$ cat src/hw/rtl/cbc_pkg.sv
package cbc_pkg;

  // Register indexes on the configuration port
  localparam int CFG_INDEX_W = 4;
  localparam int CFG_DATA_W  = 24;
  localparam logic [CFG_INDEX_W-1:0] REG_CHANNEL_SELECT   = 4'd0;
  localparam logic [CFG_INDEX_W-1:0] REG_RATIO_THRESHOLD  = 4'd1;
  localparam logic [CFG_INDEX_W-1:0] REG_ABSOLUTE_MINIMUM = 4'd2;
  localparam logic [CFG_INDEX_W-1:0] REG_MINIMUM_RUN      = 4'd3;
  localparam logic [CFG_INDEX_W-1:0] REG_MINIMUM_COUNT    = 4'd4;
  localparam logic [CFG_INDEX_W-1:0] REG_FRAME_WIDTH      = 4'd5;
  localparam logic [CFG_INDEX_W-1:0] REG_FRAME_HEIGHT     = 4'd6;
  localparam logic [CFG_INDEX_W-1:0] REG_MARK_ENABLE      = 4'd7;

  // Channel codes
  localparam logic [1:0] CH_BLUE  = 2'd0;
  localparam logic [1:0] CH_GREEN = 2'd1;
  localparam logic [1:0] CH_RED   = 2'd2;

  // Field widths
  localparam int PIX_W   = 8;
  localparam int CSUM_W  = 10;
  localparam int RATIO_W = 9;
  localparam int RUN_W   = 10;
  localparam int COUNT_W = 24;
  localparam int SUM_W   = 36;
  localparam int POS_W   = 12;
  localparam int BOX_W   = 13;

  localparam logic [RUN_W-1:0]   RUN_MAX   = {RUN_W{1'b1}};
  localparam logic [COUNT_W-1:0] COUNT_MAX = {COUNT_W{1'b1}};

  // Defaults
  localparam int MAX_WIDTH_DEF  = 4096;
  localparam int MAX_HEIGHT_DEF = 4096;
  localparam int QUEUE_DEPTH    = 4;

  typedef struct packed {
    logic [1:0]         channel_select;
    logic [RATIO_W-1:0] ratio_threshold;
    logic [CSUM_W-1:0]  absolute_minimum;
    logic [RUN_W-1:0]   minimum_run;
    logic [COUNT_W-1:0] minimum_count;
    logic [BOX_W-1:0]   frame_width;
    logic [BOX_W-1:0]   frame_height;
    logic               mark_enable;
  } cfg_t;

  // Word from the front part to the back part
  typedef struct packed {
    logic               marked;
    logic               frame_done;
    logic [SUM_W-1:0]   sum_x;
    logic [SUM_W-1:0]   sum_y;
    logic [COUNT_W-1:0] pixel_count;
    logic [BOX_W-1:0]   box_min_x;
    logic [POS_W-1:0]   box_max_x;
    logic [BOX_W-1:0]   box_min_y;
    logic [POS_W-1:0]   box_max_y;
    logic               target_found;
  } word_t;

  typedef struct packed {
    logic               marked;
    logic               frame_done;
    logic [POS_W-1:0]   centroid_x;
    logic [POS_W-1:0]   centroid_y;
    logic [COUNT_W-1:0] pixel_count;
    logic [BOX_W-1:0]   box_min_x;
    logic [POS_W-1:0]   box_max_x;
    logic [BOX_W-1:0]   box_min_y;
    logic [POS_W-1:0]   box_max_y;
    logic               target_found;
  } result_t;

endpackage

$ cat src/hw/rtl/cbc_front.sv
module cbc_front import cbc_pkg::*; #(
  parameter int MAX_WIDTH  = MAX_WIDTH_DEF,
  parameter int MAX_HEIGHT = MAX_HEIGHT_DEF
) (
  input  logic             clk,
  input  logic             rst,
  input  logic             accept,
  input  logic [PIX_W-1:0] blue,
  input  logic [PIX_W-1:0] green,
  input  logic [PIX_W-1:0] red,
  input  logic             end_of_line,
  input  logic             end_of_frame,
  input  cfg_t             cfg,
  output word_t            word
);

  localparam int COL_W = $clog2(MAX_WIDTH);
  localparam int ROW_W = $clog2(MAX_HEIGHT);
  localparam logic [COL_W-1:0] COL_LAST = COL_W'(MAX_WIDTH - 1);
  localparam logic [ROW_W-1:0] ROW_LAST = ROW_W'(MAX_HEIGHT - 1);

  logic               frame_start;
  logic [COL_W-1:0]   column, column_next;
  logic [ROW_W-1:0]   row, row_next;
  logic [RUN_W-1:0]   run_length, run_length_next;
  logic [COUNT_W-1:0] counted, counted_next;
  logic [SUM_W-1:0]   sum_x, sum_x_next, sum_y, sum_y_next;
  logic [BOX_W-1:0]   least_x, least_x_next, least_y, least_y_next;
  logic [POS_W-1:0]   greatest_x, greatest_x_next, greatest_y, greatest_y_next;

  // State as seen by this pixel (frame start loads the initial values)
  logic [COL_W-1:0]   cur_col;
  logic [ROW_W-1:0]   cur_row;
  logic [RUN_W-1:0]   cur_run;
  logic [COUNT_W-1:0] cur_cnt;
  logic [SUM_W-1:0]   cur_sx, cur_sy;
  logic [BOX_W-1:0]   cur_lx, cur_ly;
  logic [POS_W-1:0]   cur_gx, cur_gy;

  logic [CSUM_W-1:0]  csum, den;
  logic [PIX_W-1:0]   chan;
  logic [18:0]        lhs, rhs;
  logic               qualifies, hit;
  logic [POS_W-1:0]   col_pos, row_pos;

  always_comb begin
    cur_col = frame_start ? '0 : column;
    cur_row = frame_start ? '0 : row;
    cur_run = frame_start ? '0 : run_length;
    cur_cnt = frame_start ? '0 : counted;
    cur_sx  = frame_start ? '0 : sum_x;
    cur_sy  = frame_start ? '0 : sum_y;
    cur_lx  = frame_start ? cfg.frame_width : least_x;
    cur_ly  = frame_start ? cfg.frame_height : least_y;
    cur_gx  = frame_start ? '0 : greatest_x;
    cur_gy  = frame_start ? '0 : greatest_y;
  end

  always_comb begin
    unique case (cfg.channel_select)
      CH_BLUE:  chan = blue;
      CH_GREEN: chan = green;
      default:  chan = red;
    endcase
  end

  assign csum = CSUM_W'(blue) + CSUM_W'(green) + CSUM_W'(red);
  assign den  = (csum == '0) ? CSUM_W'(1) : csum;
  assign lhs  = 19'({chan, 8'h00});
  assign rhs  = 19'(cfg.ratio_threshold) * 19'(den);
  assign qualifies = (lhs >= rhs) && (CSUM_W'(chan) >= cfg.absolute_minimum)
                  && (csum >= cfg.absolute_minimum);
  assign hit = qualifies && (cur_run >= cfg.minimum_run) && (cur_cnt != COUNT_MAX);

  assign col_pos = POS_W'(cur_col);
  assign row_pos = POS_W'(cur_row);

  always_comb begin
    counted_next    = cur_cnt;
    sum_x_next      = cur_sx;
    sum_y_next      = cur_sy;
    least_x_next    = cur_lx;
    least_y_next    = cur_ly;
    greatest_x_next = cur_gx;
    greatest_y_next = cur_gy;
    if (hit) begin
      counted_next = cur_cnt + COUNT_W'(1);
      sum_x_next   = cur_sx + SUM_W'(col_pos);
      sum_y_next   = cur_sy + SUM_W'(row_pos);
      if (BOX_W'(col_pos) < cur_lx) least_x_next = BOX_W'(col_pos);
      if (col_pos > cur_gx) greatest_x_next = col_pos;
      if (BOX_W'(row_pos) < cur_ly) least_y_next = BOX_W'(row_pos);
      if (row_pos > cur_gy) greatest_y_next = row_pos;
    end

    if (!qualifies) run_length_next = '0;
    else if (cur_run != RUN_MAX) run_length_next = cur_run + RUN_W'(1);
    else run_length_next = cur_run;

    column_next = cur_col;
    row_next    = cur_row;
    if (end_of_line && !end_of_frame) begin
      column_next = '0;
      if (cur_row != ROW_LAST) row_next = cur_row + ROW_W'(1);
    end else if (!end_of_frame) begin
      if (cur_col != COL_LAST) column_next = cur_col + COL_W'(1);
    end
  end

  // Summary fields ride only on the frame's last word
  always_comb begin
    word = '0;
    word.marked     = hit && cfg.mark_enable;
    word.frame_done = end_of_frame;
    if (end_of_frame) begin
      word.sum_x        = sum_x_next;
      word.sum_y        = sum_y_next;
      word.pixel_count  = counted_next;
      word.box_min_x    = least_x_next;
      word.box_max_x    = greatest_x_next;
      word.box_min_y    = least_y_next;
      word.box_max_y    = greatest_y_next;
      word.target_found = counted_next > cfg.minimum_count;
    end
  end

  always_ff @(posedge clk) begin
    if (rst) begin
      frame_start <= 1'b1;
      column      <= '0;
      row         <= '0;
      run_length  <= '0;
      counted     <= '0;
      sum_x       <= '0;
      sum_y       <= '0;
      least_x     <= '0;
      least_y     <= '0;
      greatest_x  <= '0;
      greatest_y  <= '0;
    end else if (accept) begin
      frame_start <= end_of_frame;
      column      <= column_next;
      row         <= row_next;
      run_length  <= run_length_next;
      counted     <= counted_next;
      sum_x       <= sum_x_next;
      sum_y       <= sum_y_next;
      least_x     <= least_x_next;
      least_y     <= least_y_next;
      greatest_x  <= greatest_x_next;
      greatest_y  <= greatest_y_next;
    end
  end

endmodule

$ cat src/hw/rtl/cbc_fifo.sv
module cbc_fifo import cbc_pkg::*; #(
  parameter int DEPTH = QUEUE_DEPTH
) (
  input  logic  clk,
  input  logic  rst,
  input  logic  wr_en,
  input  word_t wr_word,
  output logic  full,
  input  logic  rd_en,
  output word_t rd_word,
  output logic  empty
);

  localparam int PTR_W = (DEPTH > 1) ? $clog2(DEPTH) : 1;
  localparam int CNT_W = $clog2(DEPTH + 1);
  localparam logic [PTR_W-1:0] PTR_LAST = PTR_W'(DEPTH - 1);

  word_t            slots [DEPTH];
  logic [PTR_W-1:0] wr_ptr, rd_ptr;
  logic [CNT_W-1:0] fill;
  logic             do_wr, do_rd;

  assign full    = (fill == CNT_W'(DEPTH));
  assign empty   = (fill == '0);
  assign do_wr   = wr_en && !full;
  assign do_rd   = rd_en && !empty;
  assign rd_word = slots[rd_ptr];

  always_ff @(posedge clk) begin
    if (do_wr) slots[wr_ptr] <= wr_word;
  end

  always_ff @(posedge clk) begin
    if (rst) begin
      wr_ptr <= '0;
      rd_ptr <= '0;
      fill   <= '0;
    end else begin
      if (do_wr) wr_ptr <= (wr_ptr == PTR_LAST) ? '0 : wr_ptr + PTR_W'(1);
      if (do_rd) rd_ptr <= (rd_ptr == PTR_LAST) ? '0 : rd_ptr + PTR_W'(1);
      if (do_wr && !do_rd) fill <= fill + CNT_W'(1);
      else if (do_rd && !do_wr) fill <= fill - CNT_W'(1);
    end
  end

endmodule

$ cat src/hw/rtl/cbc_back.sv
module cbc_back import cbc_pkg::*; (
  input  logic    clk,
  input  logic    rst,
  input  word_t   q_word,
  input  logic    q_empty,
  output logic    q_pop,
  output result_t res,
  output logic    res_valid,
  input  logic    res_pop
);

  localparam int STEP_W = $clog2(SUM_W + 1);

  typedef enum logic {S_FETCH, S_DIVIDE} state_t;

  state_t             state;
  word_t              hold;
  logic [SUM_W-1:0]   dvd_x, dvd_y;
  logic [COUNT_W-1:0] rem_x, rem_y;
  logic [POS_W-1:0]   quo_x, quo_y;
  logic [STEP_W-1:0]  step;
  logic               out_free;
  logic               res_load;
  result_t            plain_res;

  logic [COUNT_W:0]   trial_x, trial_y;
  logic               ge_x, ge_y;

  assign out_free = !res_valid || res_pop;
  assign q_pop    = (state == S_FETCH) && !q_empty && out_free;

  // Load the result register with a plain word or a finished frame word
  assign res_load = (q_pop && !q_word.frame_done)
                 || ((state == S_DIVIDE) && (step == '0) && out_free);

  // Plain words carry only the mark
  always_comb begin
    plain_res        = '0;
    plain_res.marked = q_word.marked;
  end

  // One restoring step for each coordinate
  assign trial_x = {rem_x, dvd_x[SUM_W-1]};
  assign trial_y = {rem_y, dvd_y[SUM_W-1]};
  assign ge_x    = trial_x >= {1'b0, hold.pixel_count};
  assign ge_y    = trial_y >= {1'b0, hold.pixel_count};

  always_ff @(posedge clk) begin
    if (rst) begin
      state     <= S_FETCH;
      res_valid <= 1'b0;
      step      <= '0;
    end else begin
      if (res_load) res_valid <= 1'b1;
      else if (res_pop) res_valid <= 1'b0;
      unique case (state)
        S_FETCH: begin
          if (q_pop) begin
            if (q_word.frame_done) begin
              hold  <= q_word;
              dvd_x <= q_word.sum_x;
              dvd_y <= q_word.sum_y;
              rem_x <= '0;
              rem_y <= '0;
              step  <= STEP_W'(SUM_W);
              state <= S_DIVIDE;
            end else begin
              res <= plain_res;
            end
          end
        end
        S_DIVIDE: begin
          if (step != '0) begin
            rem_x <= COUNT_W'(ge_x ? trial_x - {1'b0, hold.pixel_count} : trial_x);
            rem_y <= COUNT_W'(ge_y ? trial_y - {1'b0, hold.pixel_count} : trial_y);
            quo_x <= {quo_x[POS_W-2:0], ge_x};
            quo_y <= {quo_y[POS_W-2:0], ge_y};
            dvd_x <= {dvd_x[SUM_W-2:0], 1'b0};
            dvd_y <= {dvd_y[SUM_W-2:0], 1'b0};
            step  <= step - STEP_W'(1);
          end else if (out_free) begin
            res.marked       <= hold.marked;
            res.frame_done   <= 1'b1;
            res.centroid_x   <= (hold.pixel_count == '0) ? '0 : quo_x;
            res.centroid_y   <= (hold.pixel_count == '0) ? '0 : quo_y;
            res.pixel_count  <= hold.pixel_count;
            res.box_min_x    <= hold.box_min_x;
            res.box_max_x    <= hold.box_max_x;
            res.box_min_y    <= hold.box_min_y;
            res.box_max_y    <= hold.box_max_y;
            res.target_found <= hold.target_found;
            state            <= S_FETCH;
          end
        end
        default: state <= S_FETCH;
      endcase
    end
  end

endmodule

$ cat src/hw/rtl/color_blob_centroid_bbox.sv
// Color blob centroid and bounding box. Pixels come in raster order, blue,
// green and red with end-of-line and end-of-frame marks, and each accepted
// pixel yields exactly one result word: marked is set when the pixel was
// counted toward the blob and marking is enabled, and on the frame's last
// pixel frame_done is set together with the centroid, the pixel count, the
// bounding box and the found flag (all summary fields read zero on other
// words). The front part classifies and accumulates one pixel per clock
// while the queue has room and writes a word into a four-word queue; the
// back part loads ordinary words into the result register as it fetches
// them, so pixels stream at one per clock while results are popped. A
// frame-done word holds the back part while it is fetched, divided by a
// restoring divider that produces one quotient bit per cycle for x and y in
// parallel over the 36-bit sums, and loaded into the result register.
// During that time the queue absorbs four more pixels, after which full
// stays high until the back part fetches again. Configuration writes land in
// registers at once and the frame-sized settings take effect on the first
// pixel of the next frame; write them only while no word is in flight.
module color_blob_centroid_bbox import cbc_pkg::*; #(
  parameter int MAX_WIDTH  = MAX_WIDTH_DEF,
  parameter int MAX_HEIGHT = MAX_HEIGHT_DEF
) (
  input  logic                   clk,
  input  logic                   rst,
  // pixel queue side
  input  logic                   push,
  output logic                   full,
  input  logic [PIX_W-1:0]       blue,
  input  logic [PIX_W-1:0]       green,
  input  logic [PIX_W-1:0]       red,
  input  logic                   end_of_line,
  input  logic                   end_of_frame,
  // result queue side
  output logic                   empty,
  input  logic                   pop,
  output logic                   marked,
  output logic                   frame_done,
  output logic [POS_W-1:0]       centroid_x,
  output logic [POS_W-1:0]       centroid_y,
  output logic [COUNT_W-1:0]     pixel_count,
  output logic [BOX_W-1:0]       box_min_x,
  output logic [POS_W-1:0]       box_max_x,
  output logic [BOX_W-1:0]       box_min_y,
  output logic [POS_W-1:0]       box_max_y,
  output logic                   target_found,
  // configuration write port
  input  logic                   cfg_we,
  input  logic [CFG_INDEX_W-1:0] cfg_index,
  input  logic [CFG_DATA_W-1:0]  cfg_data
);

  cfg_t    cfg;
  word_t   front_word, q_word;
  logic    accept, q_empty, q_pop, res_valid;
  result_t res;

  // Hold the register file; drop writes beyond the last index
  always_ff @(posedge clk) begin
    if (rst) begin
      cfg.channel_select   <= CH_RED;
      cfg.ratio_threshold  <= RATIO_W'(128);
      cfg.absolute_minimum <= CSUM_W'(100);
      cfg.minimum_run      <= RUN_W'(25);
      cfg.minimum_count    <= COUNT_W'(350);
      cfg.frame_width      <= BOX_W'(640);
      cfg.frame_height     <= BOX_W'(480);
      cfg.mark_enable      <= 1'b1;
    end else if (cfg_we) begin
      unique case (cfg_index)
        REG_CHANNEL_SELECT:   cfg.channel_select   <= 2'(cfg_data);
        REG_RATIO_THRESHOLD:  cfg.ratio_threshold  <= RATIO_W'(cfg_data);
        REG_ABSOLUTE_MINIMUM: cfg.absolute_minimum <= CSUM_W'(cfg_data);
        REG_MINIMUM_RUN:      cfg.minimum_run      <= RUN_W'(cfg_data);
        REG_MINIMUM_COUNT:    cfg.minimum_count    <= COUNT_W'(cfg_data);
        REG_FRAME_WIDTH:      cfg.frame_width      <= BOX_W'(cfg_data);
        REG_FRAME_HEIGHT:     cfg.frame_height     <= BOX_W'(cfg_data);
        REG_MARK_ENABLE:      cfg.mark_enable      <= cfg_data[0];
        default: ;
      endcase
    end
  end

  // A pixel word enters when the queue has room
  assign accept = push && !full;

  cbc_front #(
    .MAX_WIDTH  (MAX_WIDTH),
    .MAX_HEIGHT (MAX_HEIGHT)
  ) u_front (
    .clk          (clk),
    .rst          (rst),
    .accept       (accept),
    .blue         (blue),
    .green        (green),
    .red          (red),
    .end_of_line  (end_of_line),
    .end_of_frame (end_of_frame),
    .cfg          (cfg),
    .word         (front_word)
  );

  cbc_fifo #(
    .DEPTH (QUEUE_DEPTH)
  ) u_fifo (
    .clk     (clk),
    .rst     (rst),
    .wr_en   (push),
    .wr_word (front_word),
    .full    (full),
    .rd_en   (q_pop),
    .rd_word (q_word),
    .empty   (q_empty)
  );

  cbc_back u_back (
    .clk       (clk),
    .rst       (rst),
    .q_word    (q_word),
    .q_empty   (q_empty),
    .q_pop     (q_pop),
    .res       (res),
    .res_valid (res_valid),
    .res_pop   (pop)
  );

  assign empty        = !res_valid;
  assign marked       = res.marked;
  assign frame_done   = res.frame_done;
  assign centroid_x   = res.centroid_x;
  assign centroid_y   = res.centroid_y;
  assign pixel_count  = res.pixel_count;
  assign box_min_x    = res.box_min_x;
  assign box_max_x    = res.box_max_x;
  assign box_min_y    = res.box_min_y;
  assign box_max_y    = res.box_max_y;
  assign target_found = res.target_found;

endmodule

$ cat config.mk
export PLATFORM = sky130hd
export DESIGN_NAME = color_blob_centroid_bbox
export DESIGN_NICKNAME = d
export VERILOG_FILES = /design/src/hw/rtl/cbc_pkg.sv /design/src/hw/rtl/cbc_front.sv /design/src/hw/rtl/cbc_fifo.sv /design/src/hw/rtl/cbc_back.sv /design/src/hw/rtl/color_blob_centroid_bbox.sv
export SDC_FILE = /design/constraint.sdc
export NUM_CORES = 2
export LEC_CHECK = 0
export BUFFER_PORTS_ARGS = -buffer_cell sky130_fd_sc_hd__buf_2
export CORE_UTILIZATION = 55
export DETAILED_ROUTE_END_ITERATION = 10
export GPL_TIMING_DRIVEN = 0
export HOLD_SLACK_MARGIN = 0.03
export PLACE_DENSITY = 0.8
export REMOVE_ABC_BUFFERS = 1
export SLEW_MARGIN = 20
export SYNTH_ARGS = -nofsm -noshare
export SYNTH_HDL_FRONTEND = slang
export SYNTH_SLANG_ARGS = --single-unit
$ cat constraint.sdc
create_clock -name clk -period 12.8 [get_ports clk]
set_clock_uncertainty 0.1 [all_clocks]
set_input_delay 1.92 -clock clk [delete_from_list [all_inputs] [get_ports clk]]
set_output_delay 1.92 -clock clk [all_outputs]
set_load 0.05 [all_outputs]
==> load_flow_metrics.sql <==
INSERT INTO impl_metrics (metric_group, metric, value, unit) VALUES
('synthesis', 'avgSynthCellArea', '11.70', 'um^2'),
('worst_setup_path', 'reg2reg_to', 'u_fifo.slots[3][0]', ''),
('placed_design', 'numPortBuffers', '161', ''),
('sta', 'hold_slack', '0.3416', 'ns'),
('worst_hold_path', 'hold_path_class', 'flop to flop', ''),
('pwr', 'pwr_density', '180.3', 'nW/um^2'),
('layout', 'layout-drive-gt1-share', '13.95', '%'),
('sta', 'post-route-period-util', '97.23', '%'),
('synthesis', 'netlist_area', '59690', 'um^2'),
('worst_setup_path', 'cp-start-kind', 'input port', ''),
('clock_network', 'clock_slew_at_the_register_clock_pins_of_the_worst_setup_and_hold_paths', '0.06', 'ns'),
('layout', 'flow.area_growth_from_synthesis', '12.72', '%'),
('synthesis', 'synth_flop_cell', 'sky130_fd_sc_hd__edfxtp_1', ''),
('global_route', 'number_of_antenna_violations_at_the_first_check_in_global_routing', '6', ''),
('clock_network', 'cts_hold_repair.buffers', '0', ''),
('synthesis', 'postSynthCellCount', '5103', ''),
('pwr', 'irDropWorstVdd', '149.6', 'uV'),
('worst_setup_path', 'crit_start', 'blue[0]', ''),
('synthesis', 'synth_top_cell_area_share', '46.14', '%'),
('worst_setup_path', 'worst-endpoint-arrival', '12.81', 'ns'),
('synthesis', 'synth_most_common_cell', 'sky130_fd_sc_hd__edfxtp_1', ''),
('synthesis', 'synth_cell_type_count', '81', ''),
('worst_hold_path', 'hold-path-cell-count', '0', ''),
('worst_setup_path', 'criticalPathCategory', 'input port to flop', ''),
('sta', 'worst_pin_slew', '1.264', 'ns'),
('clock_network', 'cts_htree_levels', '3', ''),
('sta', 'timing.final.crit_period', '12.45', 'ns'),
('drt', 'route.antenna.remaining_nets', '0', ''),
('worst_setup_path', 'worst-path-max-fanout', '10', ''),
('placed_design', 'finalWeightedCongestion', '0.8778', ''),
('floorplanning', 'placementRows', '120', ''),
('synthesis', 'ys.warnings.count', '0', ''),
('placed_design', 'placedCellCount', '6430', ''),
('worst_setup_path', 'worst_r2r_path_depth', '35', ''),
('clock_network', 'cts_tree', 'done', ''),
('run', 'maxCapViolCount', '0', ''),
('placed_design', 'hpwl', '92.87', 'mm'),
('worst_setup_path', 'worst-endpoint-required', '13.16', 'ns'),
('synthesis', 'synth_sequential_area_ratio', '55.53', '%'),
('worst_setup_path', 'timing.reg2reg.setup_slack', '3.77', 'ns'),
('worst_setup_path', 'crit_slowest_cell', 'sky130_fd_sc_hd__or4b_4', ''),
('drt', 'drt_drc_violations_left', '0', ''),
('floorplanning', 'core-area', '107400', 'um^2'),
('floorplanning', 'die_height', '331.4', 'um'),
('drt', 'detail_route.wl_per_cell', '21.54', 'um'),
('clock_network', 'cts.path.max_buffers', '3', ''),
('pwr', 'total_power', '0.01213', 'W'),
('clock_network', 'insertion_delay', '0.73', 'ns'),
('sta', 'finalSetupViolations', '0', ''),
('sta', 'final_max_slew_viol_count', '0', ''),
('layout', 'fin_cells', '6683', ''),
('drt', 'drt-initial-drc-count', '4582', ''),
('pwr', 'power.leakage', '24.63', 'nW'),
('worst_setup_path', 'cp-endpoint', 'u_fifo.slots[3][0]', ''),
('clock_network', 'total_number_of_clock_tree_sinks', '1197', ''),
('global_route', 'globalRouteOverflowTotal', '0', ''),
('layout', 'finalCoreUtilization', '62.67', '%'),
('drt', 'drt-total-wl', '144.0', 'mm'),
('global_route', 'vias_in_the_first_global_route', '41080', ''),
('synthesis', 'synth.top_cells.by_count', '917 x sky130_fd_sc_hd__edfxtp_1, 620 x sky130_fd_sc_hd__nand2_1, 310 x sky130_fd_sc_hd__nor2_1', ''),
('clock_network', 'clock-root-buffer', 'sky130_fd_sc_hd__clkbuf_16', ''),
('floorplanning', 'io_pins', '162', ''),
('drt', 'detail_route.vias_per_cell', '6.318', ''),
('synthesis', 'synthDominantAreaCellType', 'sky130_fd_sc_hd__edfxtp_1', ''),
('outcome', 'outcome', 'finished clean', ''),
('synthesis', 'yosys_register_bits', '1197', ''),
('floorplanning', 'floorplan.initialDensity', '55.60', '%'),
('worst_setup_path', 'worst_path_largest_cell_delay', '0.64', 'ns'),
('layout', 'fin_nets', '5544', ''),
('synthesis', 'synth.area.top_cells', 'sky130_fd_sc_hd__edfxtp_1 46%, sky130_fd_sc_hd__dfxtp_1 9.4%, sky130_fd_sc_hd__mux4_2 5.6%', ''),
('synthesis', 'number_of_enable_type_register_cells_in_the_synthesized_netlist', '917', '');
worst min path at each step:
stage / start / endpoint / slack [ns]
after global placement: u_back.quo_y[0] / u_back.quo_y[1] / 0.32
after floorplan: u_back.quo_x[9] / u_back.quo_x[10] / 0.32
after global routing: u_back.quo_x[0] / u_back.quo_x[1] / 0.36
after detailed placement: u_back.quo_x[3] / u_back.quo_x[4] / 0.33
final: u_back.quo_y[10] / u_back.quo_y[11] / 0.34
after CTS: u_back.quo_y[10] / u_back.quo_y[11] / 0.34
kinds of logic (layout without fill, tap and decap cells):
| logic type | count (synthesis) | in the layout | share of synthesized area (%) |
|---|---|---|---|
| buf+inv | 528 | 701 | 3.480 |
| mux | 283 | 283 | 7.901 |
| compound gates | 826 | 826 | 9.094 |
| flops | 1197 | 1197 | 55.53 |
| xor+xnor | 119 | 119 | 1.746 |
| simple gates | 1840 | 1841 | 14.95 |
| other cells | 0 | 3 | 0 |
| fa+ha+maj | 310 | 310 | 7.304 |
routing by layer:
layer | GRT usage, % | routed length, um | vias to the layer above
li1 | - | - | 19070
met1 | 34.72 | 58480 | 20760
met2 | 42.19 | 69110 | 2039
met3 | 4.122 | 11830 | 342
met4 | 9.015 | 4492 | 6
met5 | 0 | 40 | -
worst max-delay path: cells and delay by family:
| family | cells | cell delay, ns |
|---|---|---|
| adders and majority gates | 10 | 3.84 |
| AOI/OAI and AO/OA | 16 | 3.29 |
| and+or+nand+nor | 12 | 2.75 |
| buffers and inverters | 7 | 0.58 |
| xor gates and xnor gates | 3 | 0.36 |
report_power, final:
part           leakage, nW  total, W  switching, W  internal [W]
clock network         1.90   0.00348       0.00149       0.00199
registers             10.9   0.00508      0.000210       0.00487
logic                 11.9   0.00357       0.00222       0.00136
final cells by class:
cell class	instances	area, um^2	share of cell area (%)
Sequential cell	1197	33160	49.28
Multi-Input combinational cell	3379	25010	37.18
Clock buffer	157	3201	4.757
Timing Repair Buffer	269	2620	3.894
Tap cell	1403	1755	2.609
Inverter	213	824.5	1.226
Clock inverter	62	700.7	1.041
Antenna cell	3	7.507	0.01116
flip-flops by register name, indices dropped and copies added, names as in the netlist, 36 cells and up, named ones only:
register       count
u_fifo.slots     596
u_back.hold       76
u_back.res       101
u_back.dvd_x      36
u_back.dvd_y      36
cfg               82
u_front.sum_y     36
u_front.sum_x     36
metrics by stage:
stage                     area [um^2]  worst slack (ns)  setup TNS (ns)
after detailed placement        62740            -2.435         -395.98
after global routing            67280          -0.05870         -0.2346
final                           67280            0.3546               0
after CTS                       66970           0.05236               0
after global placement          60970            -12.70               -
after floorplan                 58410            -4.271        -1232.78
placed cells by master, fill, tap and decap left out, types with 39 or more instances in the layout:
cell / synthesis / final
sky130_fd_sc_hd__a21o_1: 78 / 78
sky130_fd_sc_hd__a21oi_1: 278 / 269
sky130_fd_sc_hd__and2_1: 140 / 135
sky130_fd_sc_hd__and3_1: 58 / 57
sky130_fd_sc_hd__buf_2: 19 / 162
sky130_fd_sc_hd__buf_4: 13 / 39
sky130_fd_sc_hd__clkbuf_16: 0 / 116
sky130_fd_sc_hd__dfxtp_1: 280 / 276
sky130_fd_sc_hd__edfxtp_1: 917 / 917
sky130_fd_sc_hd__fa_1: 64 / 62
sky130_fd_sc_hd__ha_1: 246 / 240
sky130_fd_sc_hd__inv_1: 208 / 207
sky130_fd_sc_hd__mux2i_1: 119 / 118
sky130_fd_sc_hd__mux4_2: 149 / 149
sky130_fd_sc_hd__nand2_1: 620 / 617
sky130_fd_sc_hd__nand3_1: 249 / 248
sky130_fd_sc_hd__nand4_1: 77 / 77
sky130_fd_sc_hd__nor2_1: 310 / 307
sky130_fd_sc_hd__nor2b_1: 92 / 90
sky130_fd_sc_hd__nor3_1: 85 / 77
sky130_fd_sc_hd__nor4_1: 44 / 42
sky130_fd_sc_hd__o21ai_0: 123 / 120
sky130_fd_sc_hd__o311ai_0: 49 / 48
sky130_fd_sc_hd__or3_1: 45 / 45
sky130_fd_sc_hd__xnor2_1: 87 / 81
what timing repair did:
item | CTS | global route
resized for setup | 37 | 32
pin swaps | 13 | 27
setup buffers | 14 | 16
hold endpoints to repair | 0 | 0
gates cloned | 0 | 1
setup endpoints to repair | 245 | 12
Power figures use the tool's default switching activity.
